[src/hw/rtl/fwm_pkg.sv]
// Shared types, character codes and helper functions for the filename
// wildcard matcher. Used by fwm_cell and filename_wildcard_matcher_unit.
`timescale 1ns / 1ps

package fwm_pkg;

  typedef enum logic [1:0] {
    OP_CLEAR  = 2'd0,
    OP_APPEND = 2'd1,
    OP_NAME   = 2'd2,
    OP_END    = 2'd3
  } opcode_t;

  typedef enum logic [1:0] {
    KIND_EMPTY = 2'd0,
    KIND_DOTS  = 2'd1,
    KIND_OTHER = 2'd2
  } prefix_kind_t;

  localparam logic [7:0] CH_STAR  = 8'h2A;
  localparam logic [7:0] CH_QUEST = 8'h3F;
  localparam logic [7:0] CH_DOT   = 8'h2E;
  localparam logic [7:0] CH_UPPER_A = 8'h41;
  localparam logic [7:0] CH_UPPER_Z = 8'h5A;
  localparam logic [7:0] CH_GRAPH_LO = 8'h21;
  localparam logic [7:0] CH_GRAPH_HI = 8'h7E;
  localparam logic [7:0] CASE_OFFSET = 8'h20;

  // Control broadcast from the top level to every cell of the chain.
  typedef struct packed {
    logic       step;    // a name character advances the active set
    logic       append;  // a pattern character is written at the fill point
    logic       clear;   // the pattern is emptied
    logic       fresh;   // active set is the star prefix of the pattern
    logic [7:0] sym;     // raw input byte
    logic [7:0] nfold;   // input byte with letter case folded
  } fwm_ctl_t;

  function automatic logic [7:0] fold_case(input logic [7:0] c);
    logic [7:0] r;
    r = c;
    if (c >= CH_UPPER_A && c <= CH_UPPER_Z) begin
      r = c + CASE_OFFSET;
    end
    return r;
  endfunction

  function automatic logic is_graphic(input logic [7:0] c);
    return (c >= CH_GRAPH_LO) && (c <= CH_GRAPH_HI);
  endfunction

endpackage

[src/hw/rtl/fwm_cell.sv]
// One pattern position of the matcher chain: stored character, star-prefix
// bit and active bit. Depends on fwm_pkg.
`timescale 1ns / 1ps

module fwm_cell #(
  parameter int IDX = 0,
  parameter int LW  = 6
) (
  input  logic            clk,
  input  logic            rst,
  input  fwm_pkg::fwm_ctl_t ctl,
  input  logic [LW-1:0]   len,
  input  logic            adv_in,
  input  logic            clo_in,
  input  logic            sp_in,
  output logic            adv_out,
  output logic            clo_out,
  output logic            sp_out,
  output logic            cur
);

  logic [7:0] pch;
  logic       is_star;
  logic       is_q;
  logic       is_gr;
  logic       sp;
  logic       act;
  logic       used;
  logic       here;
  logic       self_loop;
  logic       act_next;

  assign used = len > LW'(IDX);
  assign here = len == LW'(IDX);

  // Position is active either from the last step or, right after a restart,
  // when every pattern character in front of it is a star.
  assign cur = ctl.fresh ? sp_in : act;

  assign self_loop = cur & used & is_star;
  assign adv_out   = ctl.step & cur & used & ~is_star & is_gr &
                     (is_q | (pch == ctl.nfold));
  assign act_next  = (ctl.step & self_loop) | adv_in | clo_in;
  assign clo_out   = act_next & used & is_star;
  assign sp_out    = sp;

  always_ff @(posedge clk) begin
    if (ctl.append && here) begin
      pch     <= fwm_pkg::fold_case(ctl.sym);
      is_star <= ctl.sym == fwm_pkg::CH_STAR;
      is_q    <= ctl.sym == fwm_pkg::CH_QUEST;
      is_gr   <= fwm_pkg::is_graphic(ctl.sym);
    end
    if (ctl.step) begin
      act <= act_next;
    end
  end

  always_ff @(posedge clk) begin
    if (rst || ctl.clear) begin
      sp <= 1'b0;
    end else if (ctl.append && here) begin
      sp <= sp_in & (ctl.sym == fwm_pkg::CH_STAR);
    end
  end

endmodule

[src/hw/rtl/filename_wildcard_matcher_unit.sv]
// Top level of the filename wildcard matcher: control, name tracking,
// result register and the chain of fwm_cell instances. Depends on fwm_pkg.
`timescale 1ns / 1ps

// Channel  Signals                               Direction  Item
// -------  ------------------------------------  ---------  ------------------------
// in       in_valid, in_stall, opcode, symbol    sink       command or character
// out      out_valid, out_stall, matched,        source     one per end of name
//          pattern_overflow
//
// One item is taken every cycle unless the input is stalled. The critical path is the
// star closure, which ripples through the cell chain (one OR/AND per pattern position)
// after the per-cell character compare.
// The result of an end-of-name item appears in the output register on the
// next cycle. Input is stalled only while that register is full and stalled.
// Reset (synchronous, rst high) empties the pattern, clears overflow and
// drops any pending result; the pattern character store is not cleared.

module filename_wildcard_matcher_unit #(
  parameter int MAX_PATTERN = 32
) (
  input  logic       clk,
  input  logic       rst,
  input  logic       in_valid,
  output logic       in_stall,
  input  logic [1:0] opcode,
  input  logic [7:0] symbol,
  output logic       out_valid,
  input  logic       out_stall,
  output logic       matched,
  output logic       pattern_overflow
);

  localparam int LW = $clog2(MAX_PATTERN + 1);

  // Pattern and name state.
  logic [LW-1:0]         len;
  logic                  ovf;
  logic                  fresh;
  logic                  name_invalid;
  fwm_pkg::prefix_kind_t kind;
  logic [1:0]            name_count;
  logic                  act_last;

  fwm_pkg::fwm_ctl_t ctl;

  // Chain wiring. Index i of cur_v and sp_v is pattern position i.
  logic [MAX_PATTERN-1:0] adv;
  logic [MAX_PATTERN-1:0] clo;
  logic [MAX_PATTERN:0]   sp_v;
  logic [MAX_PATTERN:0]   cur_v;
  logic                   act_last_next;

  logic accept;
  logic op_clear;
  logic op_append;
  logic op_name;
  logic op_end;
  logic restart;
  logic name_bad;
  logic is_dot_name;
  logic all_star;
  logic match_now;

  assign in_stall = out_valid & out_stall;
  assign accept   = in_valid & ~in_stall;

  assign op_clear  = accept && (fwm_pkg::opcode_t'(opcode) == fwm_pkg::OP_CLEAR);
  assign op_append = accept && (fwm_pkg::opcode_t'(opcode) == fwm_pkg::OP_APPEND);
  assign op_name   = accept && (fwm_pkg::opcode_t'(opcode) == fwm_pkg::OP_NAME);
  assign op_end    = accept && (fwm_pkg::opcode_t'(opcode) == fwm_pkg::OP_END);
  assign restart   = op_clear | op_append | op_end;

  always_comb begin
    ctl.step   = op_name;
    // A full pattern drops further characters, so nothing is written then.
    ctl.append = op_append && (len < LW'(MAX_PATTERN));
    ctl.clear  = op_clear;
    ctl.fresh  = fresh;
    ctl.sym    = symbol;
    ctl.nfold  = fwm_pkg::fold_case(symbol);
  end

  // Position zero is always the start of the star prefix.
  assign sp_v[0] = 1'b1;

  for (genvar i = 0; i < MAX_PATTERN; i++) begin : g_cell
    if (i == 0) begin : g_first
      fwm_cell #(.IDX(i), .LW(LW)) u_cell (
        .clk     (clk),
        .rst     (rst),
        .ctl     (ctl),
        .len     (len),
        .adv_in  (1'b0),
        .clo_in  (1'b0),
        .sp_in   (sp_v[i]),
        .adv_out (adv[i]),
        .clo_out (clo[i]),
        .sp_out  (sp_v[i+1]),
        .cur     (cur_v[i])
      );
    end else begin : g_rest
      fwm_cell #(.IDX(i), .LW(LW)) u_cell (
        .clk     (clk),
        .rst     (rst),
        .ctl     (ctl),
        .len     (len),
        .adv_in  (adv[i-1]),
        .clo_in  (clo[i-1]),
        .sp_in   (sp_v[i]),
        .adv_out (adv[i]),
        .clo_out (clo[i]),
        .sp_out  (sp_v[i+1]),
        .cur     (cur_v[i])
      );
    end
  end

  // The position past the last cell is only reachable with a full pattern.
  assign cur_v[MAX_PATTERN] = fresh ? sp_v[MAX_PATTERN] : act_last;
  assign act_last_next      = adv[MAX_PATTERN-1] | clo[MAX_PATTERN-1];

  // A name character that is not graphic, or is itself a wildcard, spoils
  // the name.
  assign name_bad = ~fwm_pkg::is_graphic(symbol) || (symbol == fwm_pkg::CH_STAR) ||
                    (symbol == fwm_pkg::CH_QUEST);

  // Result of the current name, valid when an end-of-name item is taken.
  assign is_dot_name = (kind == fwm_pkg::KIND_DOTS) &&
                       ((name_count == 2'd1) || (name_count == 2'd2));
  assign all_star    = ((len == LW'(1)) && sp_v[1]) || ((len == LW'(2)) && sp_v[2]);

  always_comb begin
    priority if (ovf || is_dot_name) begin
      match_now = 1'b0;
    end else if (all_star) begin
      match_now = 1'b1;
    end else if (name_invalid) begin
      match_now = 1'b0;
    end else begin
      match_now = cur_v[len];
    end
  end

  // Pattern length and overflow.
  always_ff @(posedge clk) begin
    if (rst || op_clear) begin
      len <= '0;
      ovf <= 1'b0;
    end else if (op_append) begin
      if (len < LW'(MAX_PATTERN)) begin
        len <= LW'(len + 1'b1);
      end else begin
        ovf <= 1'b1;
      end
    end
  end

  // Name tracking. Any pattern change or end of name starts a new name.
  always_ff @(posedge clk) begin
    if (rst || restart) begin
      fresh        <= 1'b1;
      name_invalid <= 1'b0;
      kind         <= fwm_pkg::KIND_EMPTY;
      name_count   <= 2'd0;
    end else if (op_name) begin
      fresh <= 1'b0;
      if (name_bad) begin
        name_invalid <= 1'b1;
      end
      if (name_count != 2'd3) begin
        name_count <= name_count + 2'd1;
      end
      if (symbol == fwm_pkg::CH_DOT && kind != fwm_pkg::KIND_OTHER) begin
        kind <= fwm_pkg::KIND_DOTS;
      end else begin
        kind <= fwm_pkg::KIND_OTHER;
      end
    end
  end

  always_ff @(posedge clk) begin
    if (op_name) begin
      act_last <= act_last_next;
    end
  end

  // Output register.
  always_ff @(posedge clk) begin
    if (rst) begin
      out_valid <= 1'b0;
    end else if (op_end) begin
      out_valid <= 1'b1;
    end else if (!out_stall) begin
      out_valid <= 1'b0;
    end
  end

  always_ff @(posedge clk) begin
    if (op_end) begin
      matched          <= match_now;
      pattern_overflow <= ovf;
    end
  end

  // An end-of-name item always leaves a result in the output register.
  a_end_gives_result: assert property (@(posedge clk) disable iff (rst)
    op_end |=> out_valid)
    else $error("end of name did not produce a result");

  // An overflowed pattern never reports a match.
  a_overflow_no_match: assert property (@(posedge clk) disable iff (rst)
    (op_end && ovf) |=> (pattern_overflow && !matched))
    else $error("overflowed pattern reported a match");

  // Input is held back only while a result waits.
  a_stall_only_when_full: assert property (@(posedge clk) disable iff (rst)
    in_stall |-> out_valid)
    else $error("input stalled with empty output register");

  // Clearing the pattern empties it and restarts the name.
  a_clear_empties: assert property (@(posedge clk) disable iff (rst)
    op_clear |=> (len == '0 && !ovf && fresh))
    else $error("clear did not empty the pattern");

endmodule

[config.mk]
export PLATFORM = sky130hd
export DESIGN_NAME = filename_wildcard_matcher_unit
export DESIGN_NICKNAME = d
export VERILOG_FILES = /design/src/hw/rtl/fwm_pkg.sv /design/src/hw/rtl/fwm_cell.sv /design/src/hw/rtl/filename_wildcard_matcher_unit.sv
export SDC_FILE = /design/constraint.sdc
export NUM_CORES = 1
export LEC_CHECK = 0
export BUFFER_PORTS_ARGS = -buffer_cell sky130_fd_sc_hd__buf_2
export CORE_ASPECT_RATIO = 0.75
export CORE_MARGIN = 10
export CORE_UTILIZATION = 35
export DETAILED_ROUTE_END_ITERATION = 12
export GPL_TIMING_DRIVEN = 0
export SYNTH_ARGS = -nofsm -noshare
export SYNTH_HDL_FRONTEND = slang
export SYNTH_SLANG_ARGS = --single-unit
[constraint.sdc]
create_clock -name clk -period 6.7 [get_ports clk]
set_input_delay 1.005 -clock clk [delete_from_list [all_inputs] [get_ports clk]]
set_output_delay 1.005 -clock clk [all_outputs]
set_load 0.01 [all_outputs]
==> qor.yml, run 1 <==
htreeDepth: 2
final_nets: 1630
drt_wl_total_mm: 53.5
yosys_warnings: 0
cts_sinks: 433
slew_headroom_pct: 23.0
detailed_place_hpwl_mm: 36.7
criticalPathCategory: "in -> reg"
timing.final.ws_setup_ns: 0.320
synth_cells: 1534
hold_class: "reg -> reg"
max_slew.worst_pin.slew_ns: 1.15
path_cells: "buf_2, buf_2, buf_2, buf_2, buf_1, nand3_1, nor3_1, nor4b_2, clkbuf_2, buf_16, nand3_1, a21oi_1"
area_growth_pct: 13.7
grt_usage_pct: 15.6
initial_core_util_pct: 35.4
holdWs_ns: 0.472
drc: 0
fin_crit_sh_pct: 95.2
status: "completed"
ant_nets: 0
crit_family: "buffers and inverters"
postCtsSetupRepairBufs: 0
num_antenna_cells: 0
critPathMostFrequentCell: "buf_2"
grt_pass1_vias: 12900
cts_tree: "done"
ctsRootBufferMaster: "clkbuf_16"
via_per_inst: 5.56
antenna_found_initial: 0
drive_gt1_share_pct: 11.2
gp_congestion: 0.944
clk_latency_ns: 0.56
post-place-ws_ns: -0.175
syn_nets: 1554
hold_buffers: 0
grt_overflow: 0
grt_first_pass_wirelength_mm: 80.1
ys_seq_elements: 433
design_area_sq_um: 22500
cellPowerDensity_nw_per_um2: 254
clockBufferDepth: 3
setup_violations: 0
cp_slowest_stage_delay_ns: 0.90
critPathRequiredTime_ns: 7.17
core_area_sq_um: 56000
final.fill_count: 5188
synthDistinctLibCells: 90
ir_worst_vdd_mv: 0.198
p_leak_nw: 7.32
hold_viol_final: 0
io_buffers: 16
fin_cells: 2374
cp_max_fo: 33
cts_resized: 0
place_area_sq_um: 21100
place_inst: 2293
r2r_slack_ns: 1.08
firstDrtPassIters: 5
die_h_um: 226
ys_seq_area_share_pct: 63.3
synth_edf_count: 387
critPathCaptureType: "register"
num_rows: 75
drv_cap: 0
rsz0062_at_grt: "no"
wl_per_cell_um: 22.5
period_minus_slack_ns: 6.38
cts_made_buffers: 43
vias: 13200
postLayoutCoreUtil_pct: 40.2
clock.fmax_mhz: 157
drv_slew: 0
path_buf_inv: 7
synth_area_sq_um: 19800
ys.flop_type: "edfxtp_1"
die-width_um: 295
die-area_sq_um: 66600
cp-start-kind: "input port"
clock_skew_ns: 0.0253
worst_path_max_delay_cell: "nor4b_2"
syn_area_per_cell_sq_um: 12.9
cp_data_arrival_time_ns: 6.85
grt_max_degree: 40
ios: 18
synth-async-reset-ratio_pct: 0
path_clk_slew_ns: 0.07
dr.first_iter.drc_count: 1639
through the flow:
step | power (mW) | TNS [ns]
after floorplan | 3.19 | 0
after detailed placement | 3.32 | -0.930
after global placement | 3.31 | -111.56
final | 5.72 | 0
after CTS | 5.75 | 0
after global routing | 5.88 | 0
final cells by class:
cell class | count | area, sq um | share of cell area (%)
flip-flops and latches | 433 | 12500 | 55.7
multi-input cells | 986 | 6850 | 30.4
clock buffers | 57 | 1170 | 5.19
well taps | 731 | 915 | 4.06
plain buffers | 71 | 327 | 1.45
repair buffers | 31 | 317 | 1.41
clock inverters | 21 | 244 | 1.08
inverters | 44 | 165 | 0.733
placed cells by master, fill, tap and decap left out, types with 13 or more instances in the layout:
cell       synthesis  final
clkbuf_1          31     40
nand2b_1          28     28
a21oi_1           69     69
inv_1             40     40
nor2_1            81     81
edfxtp_1         387    387
xor2_1           108    108
dfxtp_1           46     46
nor4_1            24     24
a31oi_1           19     19
nand4_1           13     13
nand2_1           68     68
buf_2             31     47
o21ai_0           49     49
clkbuf_16          0     44
nand3_1           73     73
nor3_1            43     35
mux2i_1           26     26
xnor2_1          129    129
logic make-up after synthesis:
family | Yosys count | synth area share, %
compound gates | 273 | 9.38
simple gates | 431 | 11.7
xor+xnor | 237 | 10.5
fa+ha+maj | 6 | 0.379
mux | 39 | 2.34
buf+inv | 115 | 2.47
flops | 433 | 63.3
registers in the layout, indices dropped and copies added, names as in the netlist:
| signal | count |
|---|---|
| g_cell.g_first.u_cell.is_star | 1 |
| g_cell.g_first.u_cell.pch | 8 |
| act_last | 1 |
| g_cell.g_rest.u_cell.is_star | 31 |
| pattern_overflow | 1 |
| name_count | 2 |
| fresh | 1 |
| g_cell.g_rest.u_cell.sp_out | 31 |
| g_cell.g_first.u_cell.act | 1 |
| ovf | 1 |
| name_invalid | 1 |
| g_cell.g_first.u_cell.sp_out | 1 |
| matched | 1 |
| len | 6 |
| kind | 2 |
| g_cell.g_rest.u_cell.pch | 248 |
| g_cell.g_rest.u_cell.is_q | 31 |
| g_cell.g_rest.u_cell.act | 31 |
| g_cell.g_rest.u_cell.is_gr | 31 |
| g_cell.g_first.u_cell.is_gr | 1 |
| g_cell.g_first.u_cell.is_q | 1 |
| out_valid | 1 |
final timing paths:
kind / startpoint / to / cells after the start
setup / recovery: symbol[1] / g_cell[3].g_rest.u_cell.sp_out / 12
hold / removal: g_cell[31].g_rest.u_cell.sp_out / g_cell[31].g_rest.u_cell.sp_out / 2
setup reg to reg: len[0] / act_last / 16
hold reg to reg: g_cell[31].g_rest.u_cell.sp_out / g_cell[31].g_rest.u_cell.sp_out / 2
layer usage:
| metal | vias up | share of wire, % | track usage (%) |
|---|---|---|---|
| met5 | - | 0 | 0 |
| met4 | 0 | 1.4 | 2.89 |
| met3 | 50 | 9.0 | 3.53 |
| met2 | 551 | 40 | 21.7 |
| met1 | 6682 | 50 | 24.3 |
| li1 | 5923 | - | - |
synthesized netlist by cell type, types with 6 or more instances:
cell / count / area share, %
nor4_1: 24 / 0.76
and3_1: 12 / 0.38
o21ai_0: 49 / 1.2
nor3b_1: 10 / 0.38
nand2_1: 68 / 1.3
mux2_2: 8 / 0.45
or3_1: 10 / 0.32
nand4_1: 13 / 0.41
ha_1: 6 / 0.38
mux2i_1: 26 / 1.3
nor4b_1: 11 / 0.49
nand3_1: 73 / 1.8
a2111oi_0: 7 / 0.31
a22oi_1: 7 / 0.27
a211oi_1: 12 / 0.45
inv_1: 40 / 0.76
nor2b_1: 11 / 0.35
dfxtp_1: 46 / 4.6
a21oi_1: 69 / 1.7
edfxtp_1: 387 / 59
nor2_1: 81 / 1.5
nor3_1: 43 / 1.1
or2_2: 6 / 0.19
o22ai_1: 12 / 0.38
xnor2_1: 129 / 5.7
a32oi_1: 7 / 0.31
o21a_1: 6 / 0.23
nand2b_1: 28 / 0.88
a31oi_1: 19 / 0.60
clkbuf_1: 31 / 0.59
xor2_1: 108 / 4.8
a21o_1: 6 / 0.23
buf_2: 31 / 0.78
where the power goes:
group | switching [mW] | internal [mW]
sequential | 0.00319 | 2.94
combinational | 0.225 | 0.0968
clock | 1.03 | 1.42
total | 1.26 | 4.46
tightest hold or removal path: cells and delay by family, from the launching register on:
family | cells | cell delay (ns)
DFF | 1 | 0.31
AOI/OAI and AO/OA | 1 | 0.05
and+or+nand+nor | 1 | 0.06
No activity file was read; power rests on OpenSTA's default activity.
==> run 2: changes to the inputs <==
- PLACE_DENSITY: not set -> 0.57
- SKIP_LAST_GASP: not set -> 1
==> run 2 against run 1 <==
- global-route usage grew 0.45 points
- setup slack lost 0.025 ns
- critical path type unchanged
- sequential share of layout area grew 0.093 points
- critical path depth is the same
==> qor.yml, run 2 (synthesis results as in run 1) <==
status: "completed"  # unchanged
path_clk_slew_ns: 0.06  # was 0.07 ns
setup_violations: 0  # unchanged
ant_nets: 0  # unchanged
grt_max_degree: 40  # unchanged
gp_congestion: 0.937  # was 0.944
setup_tns_ns: 0  # unchanged
period_minus_slack_ns: 6.41  # was 6.38 ns
cp_slowest_stage_delay_ns: 0.89  # was 0.90 ns
detailed_place_hpwl_mm: 37.4  # was 36.7 mm
hold_viol_final: 0  # unchanged
cp_data_arrival_time_ns: 6.88  # was 6.85 ns
cts_resized: 0  # unchanged
antenna_found_initial: 1  # was 0
vias: 13100  # was 13,200
regMostFlops: "g_cell.g_rest.u_cell.pch"  # unchanged
die-width_um: 295  # unchanged
cts_made_buffers: 44  # was 43
ctsRootBufferMaster: "clkbuf_16"  # unchanged
place_inst: 2294  # was 2,293
critPathMostFrequentCell: "buf_2"  # unchanged
ir_worst_vdd_mv: 0.153  # was 0.198 mV
drc: 0  # unchanged
cellPowerDensity_nw_per_um2: 253  # was 254 nW/um^2
p_leak_nw: 7.31  # was 7.32 nW
grt_first_pass_wirelength_mm: 82.1  # was 80.1 mm
dr.first_iter.drc_count: 1574  # was 1,639
cts_sinks: 433  # unchanged
critPathRequiredTime_ns: 7.18  # was 7.17 ns
final_common_cell: "edfxtp_1"  # unchanged
hold_buffers: 0  # unchanged
grt_usage_pct: 16.1  # was 15.6%
final_nets: 1631  # was 1,630
drive_gt1_share_pct: 11.1  # was 11.2%
cp_max_fo: 33  # unchanged
initial_core_util_pct: 35.4  # unchanged
grt_overflow: 0  # unchanged
drv_cap: 0  # unchanged
wl_per_cell_um: 22.8  # was 22.5 um
fin_cells: 2378  # was 2,374
io_buffers: 16  # unchanged
die_h_um: 226  # unchanged
rsz0062_at_grt: "no"  # unchanged
area_growth_pct: 13.5  # was 13.7%
hold_class: "reg -> reg"  # unchanged
drt_wl_total_mm: 54.1  # was 53.5 mm
fin_crit_sh_pct: 95.6  # was 95.2%
worst_path_max_delay_cell: "nor4b_2"  # unchanged
holdWs_ns: 0.479  # was 0.472 ns
firstDrtPassIters: 6  # was 5
postLayoutCoreUtil_pct: 40.1  # was 40.2%
postCtsSetupRepairBufs: 0  # unchanged
path_cells: "buf_2, buf_2, buf_2, buf_2, buf_1, nand3_1, nor3_1, nor4b_2, clkbuf_2, buf_16, nand3_1, a21oi_1"  # unchanged
clock.fmax_mhz: 156  # was 157 MHz
core_area_sq_um: 56000  # unchanged
grt_pass1_vias: 12800  # was 12,900
cp-start-kind: "input port"  # unchanged
largest_reg_flops: 248  # unchanged
slew_headroom_pct: 8.87  # was 23.0%
multi_input_area_sq_um: 6850  # about the same
mostFrequentLayoutCells: "edfxtp_1, xnor2_1, xor2_1, nor2_1, nand3_1"  # unchanged
criticalPathCategory: "in -> reg"  # unchanged
critPathCaptureType: "register"  # unchanged
clk_latency_ns: 0.56  # about the same
via_per_inst: 5.49  # was 5.56
num_rows: 75  # unchanged
cts_tree: "done"  # unchanged
htreeDepth: 2  # unchanged
regArea_sq_um: 12500  # unchanged
final.fill_count: 5180  # was 5,188
clock_skew_ns: 0.0180  # was 0.0253 ns
max_slew.worst_pin.slew_ns: 1.37  # was 1.15 ns
clockBufferDepth: 3  # unchanged
die-area_sq_um: 66600  # unchanged
drv_slew: 0  # unchanged
ios: 18  # unchanged
[run 2: cell type report]
| cell class | instances | share of cell area, % |
|---|---|---|
| Tap cell | 731 | 4.07 |
| Timing Repair Buffer | 31 | 1.34 |
| Antenna cell | 1 | 0.0111 |
| Inverter | 44 | 0.734 |
| Clock buffer | 60 | 5.35 |
| Buffer | 71 | 1.45 |
| Clock inverter | 21 | 0.829 |
| Sequential cell | 433 | 55.8 |
| Multi-Input combinational cell | 986 | 30.5 |
[run 2: through the flow]
step	worst slack [ns]	area [sq um]	total power [mW]
2_1_floorplan	1.79	19800	3.19
5_1_grt	0.119	22500	5.86
4_1_cts	0.409	22500	5.72
6_report	0.295	22500	5.68
3_5_place_dp	-0.149	21100	3.32
3_3_place_gp	-1.54	20800	3.31
[run 2: layer usage]
metal | routed length [um] | global-route usage (%) | share of wire (%)
met1 | 27900 | 25.9 | 52
met2 | 21000 | 21.4 | 39
met3 | 4500 | 3.48 | 8.3
met4 | 779 | 3.01 | 1.4
met5 | 0 | 0 | 0
[run 2: worst paths after layout]
| kind | from | end | slack (ns) | cells past startpoint |
|---|---|---|---|---|
| worst min-delay path | g_cell[31].g_rest.u_cell.sp_out | g_cell[31].g_rest.u_cell.sp_out | 0.48 | 2 |
| worst max register to register | len[0] | act_last | 1.05 | 17 |
| worst max-delay path | symbol[1] | g_cell[3].g_rest.u_cell.sp_out | 0.29 | 12 |
| worst min register to register | g_cell[31].g_rest.u_cell.sp_out | g_cell[31].g_rest.u_cell.sp_out | 0.48 | 2 |
[run 2: critical path, delay by kind of cell]
kind / cells / cell delay, ns
AND/OR/NAND/NOR: 4 / 1.78
buffers and inverters: 7 / 3.83
AO/OA/AOI/OAI: 1 / 0.20
[run 2: power by group]
part	switching, mW	internal, mW
Combinational	0.226	0.0959
Sequential	0.00334	2.94
Clock	1.04	1.38
Total	1.27	4.42
